==> src/rtl/core/lsha_pkg.sv <==
// Shared types, codes and constants for the LED strip heartbeat animator.
// No dependencies; every other file in rtl/core refers to it by scoped name.
package lsha_pkg;

   localparam int STRIP_PIXELS_DEFAULT = 64;

   localparam int TIME_W  = 32;
   localparam int STEP_MS_W = 16;
   localparam int LEVEL_W = 8;
   localparam int PIX_W   = 6;
   localparam int RATE_W  = 8;
   localparam int PHASE_W = 9;

   localparam int DIV_BITS = 16;
   localparam int DIV_CNT_W = $clog2(DIV_BITS);
   localparam logic [DIV_BITS-1:0] BEAT_DIVIDEND = 16'd60000;

   localparam logic [PHASE_W-1:0] TRI_PEAK = 9'd255;
   localparam logic [PHASE_W-1:0] TRI_SPAN = 9'd510;
   localparam logic [PHASE_W-1:0] PHASE_WRAP = 9'd509;

   localparam logic [RATE_W-1:0] BEAT_RATE_RESET = 8'd60;
   localparam logic [STEP_MS_W-1:0] PROGRESS_STEP_RESET = 16'd250;
   localparam logic [STEP_MS_W-1:0] ATTRACT_STEP_RESET = 16'd10;
   localparam logic [LEVEL_W-1:0] FULL_BRIGHTNESS_RESET = 8'd255;

   localparam int CSR_ADDR_W = 4;
   localparam int CSR_DATA_W = 32;
   localparam logic [1:0] REG_PROGRESS_STEP = 2'd0;
   localparam logic [1:0] REG_ATTRACT_STEP = 2'd1;
   localparam logic [1:0] REG_FULL_BRIGHTNESS = 2'd2;

   localparam logic [2:0] STATUS_ATTRACT = 3'd0;
   localparam logic [2:0] STATUS_PROGRESS = 3'd1;
   localparam logic [2:0] STATUS_PULSE = 3'd4;

   localparam logic [1:0] ACT_FILL = 2'd0;
   localparam logic [1:0] ACT_PAIR = 2'd1;
   localparam logic [1:0] ACT_BRIGHTNESS = 2'd2;

   typedef enum logic [1:0] {
      MODE_ATTRACT  = 2'd0,
      MODE_PROGRESS = 2'd1,
      MODE_PULSE    = 2'd2
   } mode_type;

   typedef enum logic [1:0] {
      ST_IDLE   = 2'd0,
      ST_DIVIDE = 2'd1,
      ST_EVAL   = 2'd2,
      ST_EMIT   = 2'd3
   } state_type;

   typedef struct packed {
      logic [TIME_W-1:0] now_ms;
      logic [2:0]        status_code;
      logic [RATE_W-1:0] bpm_in;
   } req_type;

   typedef struct packed {
      logic [1:0]         action;
      logic               red_on;
      logic [LEVEL_W-1:0] level;
      logic [PIX_W-1:0]   pixel_low;
      logic [PIX_W-1:0]   pixel_high;
      logic               last;
   } rsp_type;

   typedef struct packed {
      logic [STEP_MS_W-1:0] progress_step_ms;
      logic [STEP_MS_W-1:0] attract_step_ms;
      logic [LEVEL_W-1:0]   full_brightness;
   } cfg_type;

   typedef struct packed {
      logic load;
      logic div_step;
      logic eval;
      logic advance;
   } ctrl_cmd_type;

   typedef struct packed {
      logic has_results;
      logic cur_last;
   } ctrl_status_type;

endpackage

==> src/rtl/core/lsha_ctrl.sv <==
// Sequencer for the animator: accept, divide, evaluate, emit.
// Depends on lsha_pkg; drives the datapath through ctrl_cmd_type.
module lsha_ctrl (
   input  logic                      clock,
   input  logic                      reset,
   input  logic                      req_valid,
   output logic                      req_stall,
   output logic                      rsp_valid,
   input  logic                      rsp_stall,
   input  lsha_pkg::ctrl_status_type status,
   output lsha_pkg::ctrl_cmd_type    cmd
);

   localparam logic [lsha_pkg::DIV_CNT_W-1:0] DIV_LAST =
      lsha_pkg::DIV_CNT_W'(lsha_pkg::DIV_BITS - 1);

   lsha_pkg::state_type state_ff, state_in;
   logic [lsha_pkg::DIV_CNT_W-1:0] step_ff, step_in;

   always_ff @(posedge clock) begin
      if (reset) begin
         state_ff <= lsha_pkg::ST_IDLE;
         step_ff  <= '0;
      end else begin
         state_ff <= state_in;
         step_ff  <= step_in;
      end
   end

   always_comb begin
      state_in = state_ff;
      step_in  = step_ff;
      unique case (state_ff)
         lsha_pkg::ST_IDLE: begin
            step_in = '0;
            if (req_valid) state_in = lsha_pkg::ST_DIVIDE;
         end
         lsha_pkg::ST_DIVIDE: begin
            step_in = step_ff + 1'b1;
            if (step_ff == DIV_LAST) state_in = lsha_pkg::ST_EVAL;
         end
         lsha_pkg::ST_EVAL: begin
            state_in = status.has_results ? lsha_pkg::ST_EMIT : lsha_pkg::ST_IDLE;
         end
         lsha_pkg::ST_EMIT: begin
            if (!rsp_stall && status.cur_last) state_in = lsha_pkg::ST_IDLE;
         end
         default: state_in = lsha_pkg::ST_IDLE;
      endcase
   end

   always_comb begin
      req_stall    = 1'b1;
      rsp_valid    = 1'b0;
      cmd          = '0;
      unique case (state_ff)
         lsha_pkg::ST_IDLE: begin
            req_stall = 1'b0;
            cmd.load  = req_valid;
         end
         lsha_pkg::ST_DIVIDE: cmd.div_step = 1'b1;
         lsha_pkg::ST_EVAL:   cmd.eval = 1'b1;
         lsha_pkg::ST_EMIT: begin
            rsp_valid   = 1'b1;
            cmd.advance = !rsp_stall;
         end
         default: req_stall = 1'b1;
      endcase
   end

   a_accept_starts_divide: assert property (@(posedge clock) disable iff (reset)
      (state_ff == lsha_pkg::ST_IDLE && req_valid) |=> state_ff == lsha_pkg::ST_DIVIDE)
      else $error("accepted word did not start the divider");

   a_divide_length: assert property (@(posedge clock) disable iff (reset)
      (state_ff == lsha_pkg::ST_DIVIDE && step_ff == DIV_LAST)
         |=> state_ff == lsha_pkg::ST_EVAL)
      else $error("divider did not finish after its last step");

   a_emit_holds: assert property (@(posedge clock) disable iff (reset)
      (state_ff == lsha_pkg::ST_EMIT && rsp_stall) |=> state_ff == lsha_pkg::ST_EMIT)
      else $error("left emit while the result word was stalled");

endmodule

==> src/rtl/core/lsha_datapath.sv <==
// Animator datapath: mode state, bit-serial beat period divider, command buffer.
// Depends on lsha_pkg; steered by lsha_ctrl through ctrl_cmd_type.
module lsha_datapath #(
   parameter int STRIP_PIXELS = lsha_pkg::STRIP_PIXELS_DEFAULT
) (
   input  logic                      clock,
   input  logic                      reset,
   input  lsha_pkg::ctrl_cmd_type    cmd,
   output lsha_pkg::ctrl_status_type status,
   input  lsha_pkg::cfg_type         cfg,
   input  lsha_pkg::req_type         req_data,
   output lsha_pkg::rsp_type         rsp_data
);

   localparam int CNT_W = $clog2(STRIP_PIXELS + 1);
   localparam int EXT_W = (CNT_W > lsha_pkg::PIX_W) ? CNT_W : lsha_pkg::PIX_W;
   localparam logic [CNT_W-1:0] COUNT_FULL = CNT_W'(STRIP_PIXELS);
   localparam logic [EXT_W-1:0] PIXEL_TOP = EXT_W'(STRIP_PIXELS - 1);
   localparam int T_W = lsha_pkg::TIME_W;
   localparam int Q_W = lsha_pkg::DIV_BITS;
   localparam int R_W = lsha_pkg::RATE_W;

   logic [T_W-1:0] now_ff;
   logic [2:0]     code_ff;
   lsha_pkg::mode_type mode_ff, mode_in;
   logic [lsha_pkg::PHASE_W-1:0] phase_ff, phase_in;
   logic [T_W-1:0] attract_last_ff, attract_last_in;
   logic [CNT_W-1:0] count_ff, count_in;
   logic [T_W-1:0] progress_last_ff, progress_last_in;
   logic [T_W-1:0] beat_last_ff, beat_last_in;
   logic [T_W-1:0] flash_start_ff, flash_start_in;
   logic [R_W-1:0] beat_rate_ff, beat_rate_in;
   logic [Q_W-1:0] quo_ff, quo_in;
   logic [R_W-1:0] rem_ff, rem_in;
   lsha_pkg::rsp_type buf_ff [3];
   lsha_pkg::rsp_type buf_in [3];
   logic [1:0] idx_ff, idx_in;

   logic [R_W:0] trial;
   logic [R_W:0] trial_diff;
   logic         trial_ge;

   always_comb begin
      trial      = {rem_ff, quo_ff[Q_W-1]};
      trial_diff = trial - {1'b0, beat_rate_ff};
      trial_ge   = trial >= {1'b0, beat_rate_ff};
   end

   // evaluation signals
   logic start_attract, start_progress, start_pulse, start_any;
   lsha_pkg::mode_type mode_eff;
   logic [lsha_pkg::PHASE_W-1:0] phase_eff;
   logic [T_W-1:0] attract_last_eff, progress_last_eff, beat_last_eff, flash_eff, age;
   logic [CNT_W-1:0] count_eff;
   logic a_due, p_due, b_due;
   logic svc_valid;
   lsha_pkg::rsp_type svc_cmd, black_cmd, bright_cmd;
   logic [EXT_W-1:0] count_ext, mirror_ext;
   logic [1:0] n_results;
   lsha_pkg::rsp_type list [3];

   always_comb begin
      start_attract  = code_ff == lsha_pkg::STATUS_ATTRACT;
      start_progress = code_ff == lsha_pkg::STATUS_PROGRESS;
      start_pulse    = code_ff == lsha_pkg::STATUS_PULSE;
      start_any      = start_attract || start_progress || start_pulse;

      mode_eff = mode_ff;
      if (start_attract) mode_eff = lsha_pkg::MODE_ATTRACT;
      if (start_progress) mode_eff = lsha_pkg::MODE_PROGRESS;
      if (start_pulse) mode_eff = lsha_pkg::MODE_PULSE;

      attract_last_eff  = start_attract ? now_ff : attract_last_ff;
      phase_eff         = start_attract ? '0 : phase_ff;
      progress_last_eff = start_progress ? now_ff : progress_last_ff;
      count_eff         = start_progress ? '0 : count_ff;
      beat_last_eff     = start_pulse ? now_ff : beat_last_ff;

      a_due = (now_ff - attract_last_eff) > T_W'(cfg.attract_step_ms);
      p_due = (now_ff - progress_last_eff) > T_W'(cfg.progress_step_ms);
      b_due = (now_ff - beat_last_eff) > T_W'(quo_ff);

      flash_eff = b_due ? now_ff : flash_start_ff;
      age       = now_ff - flash_eff;

      count_ext  = EXT_W'(count_eff);
      mirror_ext = PIXEL_TOP - count_ext;

      black_cmd  = '{action: lsha_pkg::ACT_FILL, default: '0};
      bright_cmd = '{action: lsha_pkg::ACT_BRIGHTNESS, level: cfg.full_brightness,
                     default: '0};

      svc_valid = 1'b0;
      svc_cmd   = '{action: lsha_pkg::ACT_FILL, red_on: 1'b1, default: '0};
      case (mode_eff)
         lsha_pkg::MODE_ATTRACT: begin
            if (a_due && phase_eff < lsha_pkg::TRI_PEAK) begin
               svc_valid     = 1'b1;
               svc_cmd.level = phase_eff[lsha_pkg::LEVEL_W-1:0];
            end else if (a_due && phase_eff > lsha_pkg::TRI_PEAK) begin
               svc_valid     = 1'b1;
               svc_cmd.level = lsha_pkg::LEVEL_W'(lsha_pkg::TRI_SPAN - phase_eff);
            end
         end
         lsha_pkg::MODE_PROGRESS: begin
            if (p_due && count_eff < COUNT_FULL) begin
               svc_valid          = 1'b1;
               svc_cmd.action     = lsha_pkg::ACT_PAIR;
               svc_cmd.pixel_low  = count_ext[lsha_pkg::PIX_W-1:0];
               svc_cmd.pixel_high = mirror_ext[lsha_pkg::PIX_W-1:0];
            end
         end
         lsha_pkg::MODE_PULSE: begin
            svc_valid = 1'b1;
            if (age < T_W'(lsha_pkg::TRI_PEAK)) begin
               svc_cmd.level = age[lsha_pkg::LEVEL_W-1:0];
            end else if (age > T_W'(lsha_pkg::TRI_PEAK) && age < T_W'(lsha_pkg::TRI_SPAN)) begin
               svc_cmd.level =
                  lsha_pkg::LEVEL_W'(lsha_pkg::TRI_SPAN - age[lsha_pkg::PHASE_W-1:0]);
            end else begin
               svc_cmd.red_on = 1'b0;
            end
         end
         default: svc_valid = 1'b0;
      endcase

      if (start_progress) begin
         list[0]   = black_cmd;
         list[1]   = bright_cmd;
         list[2]   = svc_cmd;
         n_results = 2'd2 + {1'b0, svc_valid};
      end else if (start_any) begin
         list[0]   = black_cmd;
         list[1]   = svc_cmd;
         list[2]   = svc_cmd;
         n_results = 2'd1 + {1'b0, svc_valid};
      end else begin
         list[0]   = svc_cmd;
         list[1]   = svc_cmd;
         list[2]   = svc_cmd;
         n_results = {1'b0, svc_valid};
      end
      for (int i = 0; i < 3; i++) begin
         list[i].last = (2'(i) == n_results - 2'd1);
      end
   end

   always_comb begin
      mode_in          = mode_ff;
      phase_in         = phase_ff;
      attract_last_in  = attract_last_ff;
      count_in         = count_ff;
      progress_last_in = progress_last_ff;
      beat_last_in     = beat_last_ff;
      flash_start_in   = flash_start_ff;
      beat_rate_in     = beat_rate_ff;
      quo_in           = quo_ff;
      rem_in           = rem_ff;
      idx_in           = idx_ff;
      for (int i = 0; i < 3; i++) buf_in[i] = buf_ff[i];

      if (cmd.load) begin
         if (req_data.bpm_in != '0) beat_rate_in = req_data.bpm_in;
         quo_in = lsha_pkg::BEAT_DIVIDEND;
         rem_in = '0;
      end

      if (cmd.div_step) begin
         quo_in = {quo_ff[Q_W-2:0], trial_ge};
         rem_in = trial_ge ? trial_diff[R_W-1:0] : trial[R_W-1:0];
      end

      if (cmd.eval) begin
         mode_in          = mode_eff;
         phase_in         = phase_eff;
         attract_last_in  = attract_last_eff;
         count_in         = count_eff;
         progress_last_in = progress_last_eff;
         beat_last_in     = beat_last_eff;
         case (mode_eff)
            lsha_pkg::MODE_ATTRACT: begin
               if (a_due) begin
                  attract_last_in = now_ff;
                  phase_in = (phase_eff >= lsha_pkg::PHASE_WRAP) ? '0 : phase_eff + 1'b1;
               end
            end
            lsha_pkg::MODE_PROGRESS: begin
               if (p_due) begin
                  progress_last_in = now_ff;
                  if (count_eff < COUNT_FULL) count_in = count_eff + 1'b1;
               end
            end
            lsha_pkg::MODE_PULSE: begin
               if (b_due) begin
                  beat_last_in   = now_ff;
                  flash_start_in = now_ff;
               end
            end
            default: mode_in = mode_eff;
         endcase
         for (int i = 0; i < 3; i++) buf_in[i] = list[i];
         idx_in = '0;
      end

      if (cmd.advance) idx_in = idx_ff + 1'b1;
   end

   always_ff @(posedge clock) begin
      if (reset) begin
         mode_ff          <= lsha_pkg::MODE_ATTRACT;
         phase_ff         <= '0;
         attract_last_ff  <= '0;
         count_ff         <= '0;
         progress_last_ff <= '0;
         beat_last_ff     <= '0;
         flash_start_ff   <= '0;
         beat_rate_ff     <= lsha_pkg::BEAT_RATE_RESET;
         idx_ff           <= '0;
      end else begin
         mode_ff          <= mode_in;
         phase_ff         <= phase_in;
         attract_last_ff  <= attract_last_in;
         count_ff         <= count_in;
         progress_last_ff <= progress_last_in;
         beat_last_ff     <= beat_last_in;
         flash_start_ff   <= flash_start_in;
         beat_rate_ff     <= beat_rate_in;
         idx_ff           <= idx_in;
      end
   end

   always_ff @(posedge clock) begin
      if (cmd.load) begin
         now_ff  <= req_data.now_ms;
         code_ff <= req_data.status_code;
      end
      quo_ff <= quo_in;
      rem_ff <= rem_in;
      for (int i = 0; i < 3; i++) buf_ff[i] <= buf_in[i];
   end

   always_comb begin
      rsp_data           = buf_ff[idx_ff];
      status.has_results = n_results != 2'd0;
      status.cur_last    = buf_ff[idx_ff].last;
   end

endmodule

==> src/rtl/core/led_strip_heartbeat_animator.sv <==
// Top level of the LED strip heartbeat animator: configuration registers,
// sequencer and datapath. Depends on lsha_pkg, lsha_ctrl and lsha_datapath.
//
// Each accepted request word yields zero to three strip command words, the
// final one flagged by last. An item is accepted, then the bit-serial
// divider derives the pulse period 60000/bpm, then the mode is evaluated
// and the command buffer filled; command words then go out one per cycle
// while rsp_stall is low. One item is in flight at a time; req_stall
// stays high from acceptance until its last command word is taken, or
// until evaluation if it yields none. Configuration is an APB-style port
// with registers at byte addresses 0, 4 and 8; pready is always high.
module led_strip_heartbeat_animator #(
   parameter int STRIP_PIXELS = lsha_pkg::STRIP_PIXELS_DEFAULT
) (
   input  logic                              clock,
   input  logic                              reset,
   input  logic                              req_valid,
   output logic                              req_stall,
   input  lsha_pkg::req_type                 req_data,
   output logic                              rsp_valid,
   input  logic                              rsp_stall,
   output lsha_pkg::rsp_type                 rsp_data,
   input  logic                              csr_psel,
   input  logic                              csr_penable,
   input  logic                              csr_pwrite,
   input  logic [lsha_pkg::CSR_ADDR_W-1:0]   csr_paddr,
   input  logic [lsha_pkg::CSR_DATA_W-1:0]   csr_pwdata,
   output logic [lsha_pkg::CSR_DATA_W-1:0]   csr_prdata,
   output logic                              csr_pready
);

   lsha_pkg::cfg_type cfg_ff, cfg_in;
   lsha_pkg::ctrl_cmd_type cmd;
   lsha_pkg::ctrl_status_type status;
   logic csr_write;

   assign csr_pready = 1'b1;
   assign csr_write  = csr_psel && csr_penable && csr_pwrite && csr_pready;

   always_comb begin
      cfg_in = cfg_ff;
      if (csr_write) begin
         unique case (csr_paddr[3:2])
            lsha_pkg::REG_PROGRESS_STEP:
               cfg_in.progress_step_ms = csr_pwdata[lsha_pkg::STEP_MS_W-1:0];
            lsha_pkg::REG_ATTRACT_STEP:
               cfg_in.attract_step_ms = csr_pwdata[lsha_pkg::STEP_MS_W-1:0];
            lsha_pkg::REG_FULL_BRIGHTNESS:
               cfg_in.full_brightness = csr_pwdata[lsha_pkg::LEVEL_W-1:0];
            default: cfg_in = cfg_ff;
         endcase
      end
   end

   always_comb begin
      unique case (csr_paddr[3:2])
         lsha_pkg::REG_PROGRESS_STEP:
            csr_prdata = lsha_pkg::CSR_DATA_W'(cfg_ff.progress_step_ms);
         lsha_pkg::REG_ATTRACT_STEP:
            csr_prdata = lsha_pkg::CSR_DATA_W'(cfg_ff.attract_step_ms);
         lsha_pkg::REG_FULL_BRIGHTNESS:
            csr_prdata = lsha_pkg::CSR_DATA_W'(cfg_ff.full_brightness);
         default: csr_prdata = '0;
      endcase
   end

   always_ff @(posedge clock) begin
      if (reset) begin
         cfg_ff.progress_step_ms <= lsha_pkg::PROGRESS_STEP_RESET;
         cfg_ff.attract_step_ms  <= lsha_pkg::ATTRACT_STEP_RESET;
         cfg_ff.full_brightness  <= lsha_pkg::FULL_BRIGHTNESS_RESET;
      end else begin
         cfg_ff <= cfg_in;
      end
   end

   lsha_ctrl u_ctrl (
      .clock     (clock),
      .reset     (reset),
      .req_valid (req_valid),
      .req_stall (req_stall),
      .rsp_valid (rsp_valid),
      .rsp_stall (rsp_stall),
      .status    (status),
      .cmd       (cmd)
   );

   lsha_datapath #(
      .STRIP_PIXELS (STRIP_PIXELS)
   ) u_datapath (
      .clock    (clock),
      .reset    (reset),
      .cmd      (cmd),
      .status   (status),
      .cfg      (cfg_ff),
      .req_data (req_data),
      .rsp_data (rsp_data)
   );

endmodule
==> config.mk <==
export PLATFORM = sky130hd
export DESIGN_NAME = led_strip_heartbeat_animator
export DESIGN_NICKNAME = d
export VERILOG_FILES = /design/src/rtl/core/lsha_pkg.sv /design/src/rtl/core/lsha_ctrl.sv /design/src/rtl/core/lsha_datapath.sv /design/src/rtl/core/led_strip_heartbeat_animator.sv
export SDC_FILE = /design/constraint.sdc
export NUM_CORES = 1
export LEC_CHECK = 0
export BUFFER_PORTS_ARGS = -buffer_cell sky130_fd_sc_hd__buf_2
export CAP_MARGIN = 20
export CORE_MARGIN = 4
export CORE_UTILIZATION = 55
export DETAILED_ROUTE_END_ITERATION = 8
export GPL_TIMING_DRIVEN = 1
export PLACE_DENSITY = 0.73
export RECOVER_POWER = 25
export SYNTH_ARGS = -nofsm -noshare
export SYNTH_HDL_FRONTEND = slang
export SYNTH_SLANG_ARGS = --single-unit
export TNS_END_PERCENT = 1
==> constraint.sdc <==
create_clock -name clock -period 29.2 [get_ports clock]
set_clock_uncertainty 0.15 [all_clocks]
set_input_delay 2.92 -clock clock [delete_from_list [all_inputs] [get_ports clock]]
set_output_delay 2.92 -clock clock [all_outputs]
set_load 0.02 [all_outputs]
==> results.md <==
- Status: complete, but fails checks
- Failing checks: max-capacitance violations, max-slew violations
- CP required: approximately 29000 ps
- Resize count post-CTS: 0
- Cell Area, Synth: about 0.024 mm²
- Max IR drop VDD: 0.0558 mV
- Worst Hold Path EP: u_datapath.attract_last_ff[28]
- Pwr/cell area: about 59 mW/mm²
- FMAX: between 0.07 and 0.08 GHz
- Cell Rows: 75
- Final Wtd Congestion: 0.926
- Fin cells: approximately 3500
- Root buf cell: clkbuf_16
- Post-synth ARST share: 0
- Pint: roughly 1.0 mW
- Critical path endpoint category: flop
- R2r startpoint: u_datapath.code_ff[0]
- FF-to-FF End: u_datapath.buf_ff[0][17]
- Yosys reg bits: around 330
- First-pass GRT wire length: 101000 µm
- Final net count: ~3200
- Pre-antenna DRT Iters: 7
- Largest net degree at the start of global routing: between 100 and 150
- Largest family of logic cells by synthesized area: simple AND/OR/NAND/NOR gates
- Period utilization: 0.431
- Deepest clock path buffer count: 3
- YS warnings: 0
- NetSw: about 0.54 mW
- Clk sinks: ~330
- Final Setup Violations: 0
- Remaining Overflow, GRT: 0
- Hold Crit Depth: 2
- Number of setup buffers added after CTS: 0
- Hold path startpoint: u_datapath.attract_last_ff[28]
- Clk Latency, worst-skew pair: 560 ps
- Fillers: approximately 3700
- Final hold violations: 0
- Vias/cell: roughly 6
- Clock power frac: 0.333
- Ports: ~150
- CORE AREA: roughly 0.042 mm²
- RSZ-0062 raised after global routing: no
- FF-to-FF setup slack: 16620 ps
- Max-slew violation count: ~120
- Post-synth EDFFs: ~130
- Final Critical Period: roughly 13000 ps
- Slew Limit Headroom: -1.66
- Netlist cell types: slightly above 100
- Worst R2R Path Depth: 40
- Initial antenna violation count: 0
- Logic pwr share: 0.316
- Placed cell count: ~3400
- Die Span Y: approximately 220 µm
- Area share of xor/xnor cells in the synthesized design: 0.0324
- Ys flop type: dfxtp_1
- Final HPWL DP: 46500 µm
- Worst Tran Pin Value: roughly 4000 ps
- Leak: 10.2 nW
- WL per Instance: between 15 and 20 µm
- Switching share of power: 0.346
- Share of the yosys chip area belonging to registers: 0.334
- Vias in the first global route: between 15000 and 20000
- Simple-gate share of the synthesized area: 0.202
- Compound-Gate Fraction of Synth Area: 0.200
- CTS tree: yes
- Maximum fanout along the worst path: 39
- I/O Buffers: 109
- Synth top area share: 0.172
- DRC viols: 0
- Hold Path Class: flop to flop
- Synth top cells by count: nand2_1 (383), a21oi_1 (272), nor2_1 (263), dfxtp_1 (204), mux2i_1 (197)
- Overall power: roughly 1.5 mW
- Dominant cell type by area after synthesis: dfxtp_1
- Seq pwr share: 0.351
- Share of cells above drive strength 1: 0.0818
- Synth area leaders: dfxtp_1 (17%), edfxtp_1 (16%), ha_1 (9.2%), mux2i_1 (8.3%), nand2_1 (6.0%)
- Most frequent CP cell: nand2_1
- Antenna cells: 0
- # hold bufs at CTS: 0
- Total global-route track usage: 0.260
- Arr. time, crit path: 12830 ps
- H-tree Lvls: 2
- Starting DRT DRC Count: 1418
- CP peak stage delay: between 600 and 700 ps
- Max Cap Violations: 2
- Worst-path clk slew: approximately 60 ps
- Synth-to-layout area growth: 9.62%
- Count leader, synth: nand2_1
- Worst Setup Start Kind: flop
- Die ar.: 0.0467 mm²
- Synth Instances: 2876
- Fin Setup TNS: 0 ps
- Vias: ~21000
- TritonCTS Buffers: 40
- Mux cell area share after synthesis: 0.0849
- Total Wirelength: 63000 µm
- Starting Density: 0.562
- CP max-delay cell: or3b_4
- CP Class: flop to flop
- Adder-cell area share of the yosys netlist: 0.0971
- Die W: 216 µm
- Remaining antenna violation count: 0
- Syn_area_per_cell: approximately 8.3 µm²
-- layout make-up --
| type | instances | area [µm²] | area share |
|---|---|---|---|
| Sequential cell | 333 | 7960 | 0.305 |
| Tap cell | 577 | 722 | 0.0277 |
| Clock inverter | 24 | 268 | 0.0103 |
| Inverter | 125 | 469 | 0.0180 |
| Timing Repair Buffer | 139 | 795 | 0.0304 |
| Clock buffer | 49 | 1100 | 0.0420 |
| Multi-Input combinational cell | 2277 | 14800 | 0.567 |
-- per-stage QoR --
| stage | worst slack, ps | instance area, µm² | util | hold WS (ps) |
|---|---|---|---|---|
| 2_1_floorplan | 17910 | 23900 | - | 286 |
| 5_1_grt | 15890 | 26100 | 0.617 | 317 |
| 6_report | 16620 | 26100 | 0.617 | 302 |
| 3_3_place_gp | 16950 | 24700 | 0.583 | 290 |
| 4_1_cts | 16900 | 26100 | 0.616 | 305 |
| 3_5_place_dp | 16980 | 24700 | 0.583 | 296 |
-- routing by layer --
layer  vias up  track usage  routed length [µm]
met2       580        0.430               29000
met1      9975        0.347               28200
met3       147       0.0377                3540
met5         -            0                   0
met4         0        0.100                2270
li1      10400            -                   -
-- power by group through the flow --
stage                     sequential, mW  combinational, mW  clock (mW)
after detailed placement           0.553              0.480           0
after CTS                          0.543              0.484       0.526
after global placement             0.551              0.468           0
after floorplan                    0.541              0.373           0
after global routing               0.547              0.547       0.545
final                              0.544              0.490       0.516
-- worst max-delay path: cells and delay by family (launching register included) --
| family | cells | cell delay, ps |
|---|---|---|
| and+or+nand+nor | 13 | 4500 |
| AOI/OAI and AO/OA | 17 | 4200 |
| adders and majority gates | 5 | 1540 |
| muxes | 2 | 650 |
| DFF | 1 | 580 |
| xor gates and xnor gates | 2 | 440 |
| buffers and inverters | 1 | 340 |
-- cells in the final DEF (no fill, tap or decap), types with 8 or more instances in the layout --
cell / count
nor2b_1: 44
xnor2_1: 54
a211o_1: 9
clkbuf_16: 42
clkbuf_1: 13
buf_4: 25
a211oi_1: 45
or3_1: 18
conb_1: 17
and3_1: 20
o2111ai_1: 8
o21ai_0: 151
nor3b_1: 11
nand4_1: 35
and2_1: 30
a2111oi_0: 10
ha_1: 175
inv_1: 123
nand2b_1: 52
dfxtp_1: 204
nor3_1: 50
o21ai_1: 14
a31oi_1: 24
o21a_1: 22
xor2_1: 34
nand2_1: 383
a21oi_1: 270
a21o_1: 51
clkinv_2: 8
o21bai_1: 15
edfxtp_1: 129
o211ai_1: 31
o31ai_1: 17
mux2i_1: 197
nand3_1: 54
nor2_1: 262
a21boi_0: 10
o22ai_1: 10
nor4_1: 16
buf_2: 101
-- worst max path at each step --
stage | startpoint | end | slack, ps | cells past startpoint
global placement | u_datapath.code_ff[0] | u_datapath.buf_ff[1][14] | 16950 | 40
floorplan | u_datapath.code_ff[1] | u_datapath.buf_ff[1][17] | 17910 | 45
global route | u_datapath.code_ff[0] | u_datapath.buf_ff[0][17] | 15890 | 40
CTS | u_datapath.code_ff[0] | u_datapath.buf_ff[0][17] | 16900 | 40
finish | u_datapath.code_ff[0] | u_datapath.buf_ff[0][17] | 16620 | 40
detailed placement | u_datapath.code_ff[0] | u_datapath.buf_ff[0][17] | 16980 | 40
-- registers in the layout (all words and copies together) (netlist names), named ones only --
name                         cells
u_datapath.buf_ff               70
cfg_ff                          40
u_datapath.attract_last_ff      32
u_datapath.beat_last_ff         32
u_datapath.flash_start_ff       32
u_datapath.now_ff               32
u_datapath.progress_last_ff     32
u_datapath.quo_ff               16
u_datapath.phase_ff              9
u_datapath.beat_rate_ff          8
u_datapath.rem_ff                8
u_datapath.count_ff              7
u_ctrl.step_ff                   4
u_datapath.code_ff               3
u_ctrl.state_ff                  2
u_datapath.idx_ff                2
u_datapath.mode_ff               2
-- cell families (layout without fill, tap and decap cells) --
group                    after synthesis  count (layout)
adder cells (fa/ha/maj)              183             183
flip-flops                           333             333
AO/OA/AOI/OAI                        760             760
AND/OR/NAND/NOR                     1028            1028
buffers and inverters                281             337
other                                  2              17
multiplexers                         201             201
XOR/XNOR                              88              88
(Power assumes the default switching activity.)
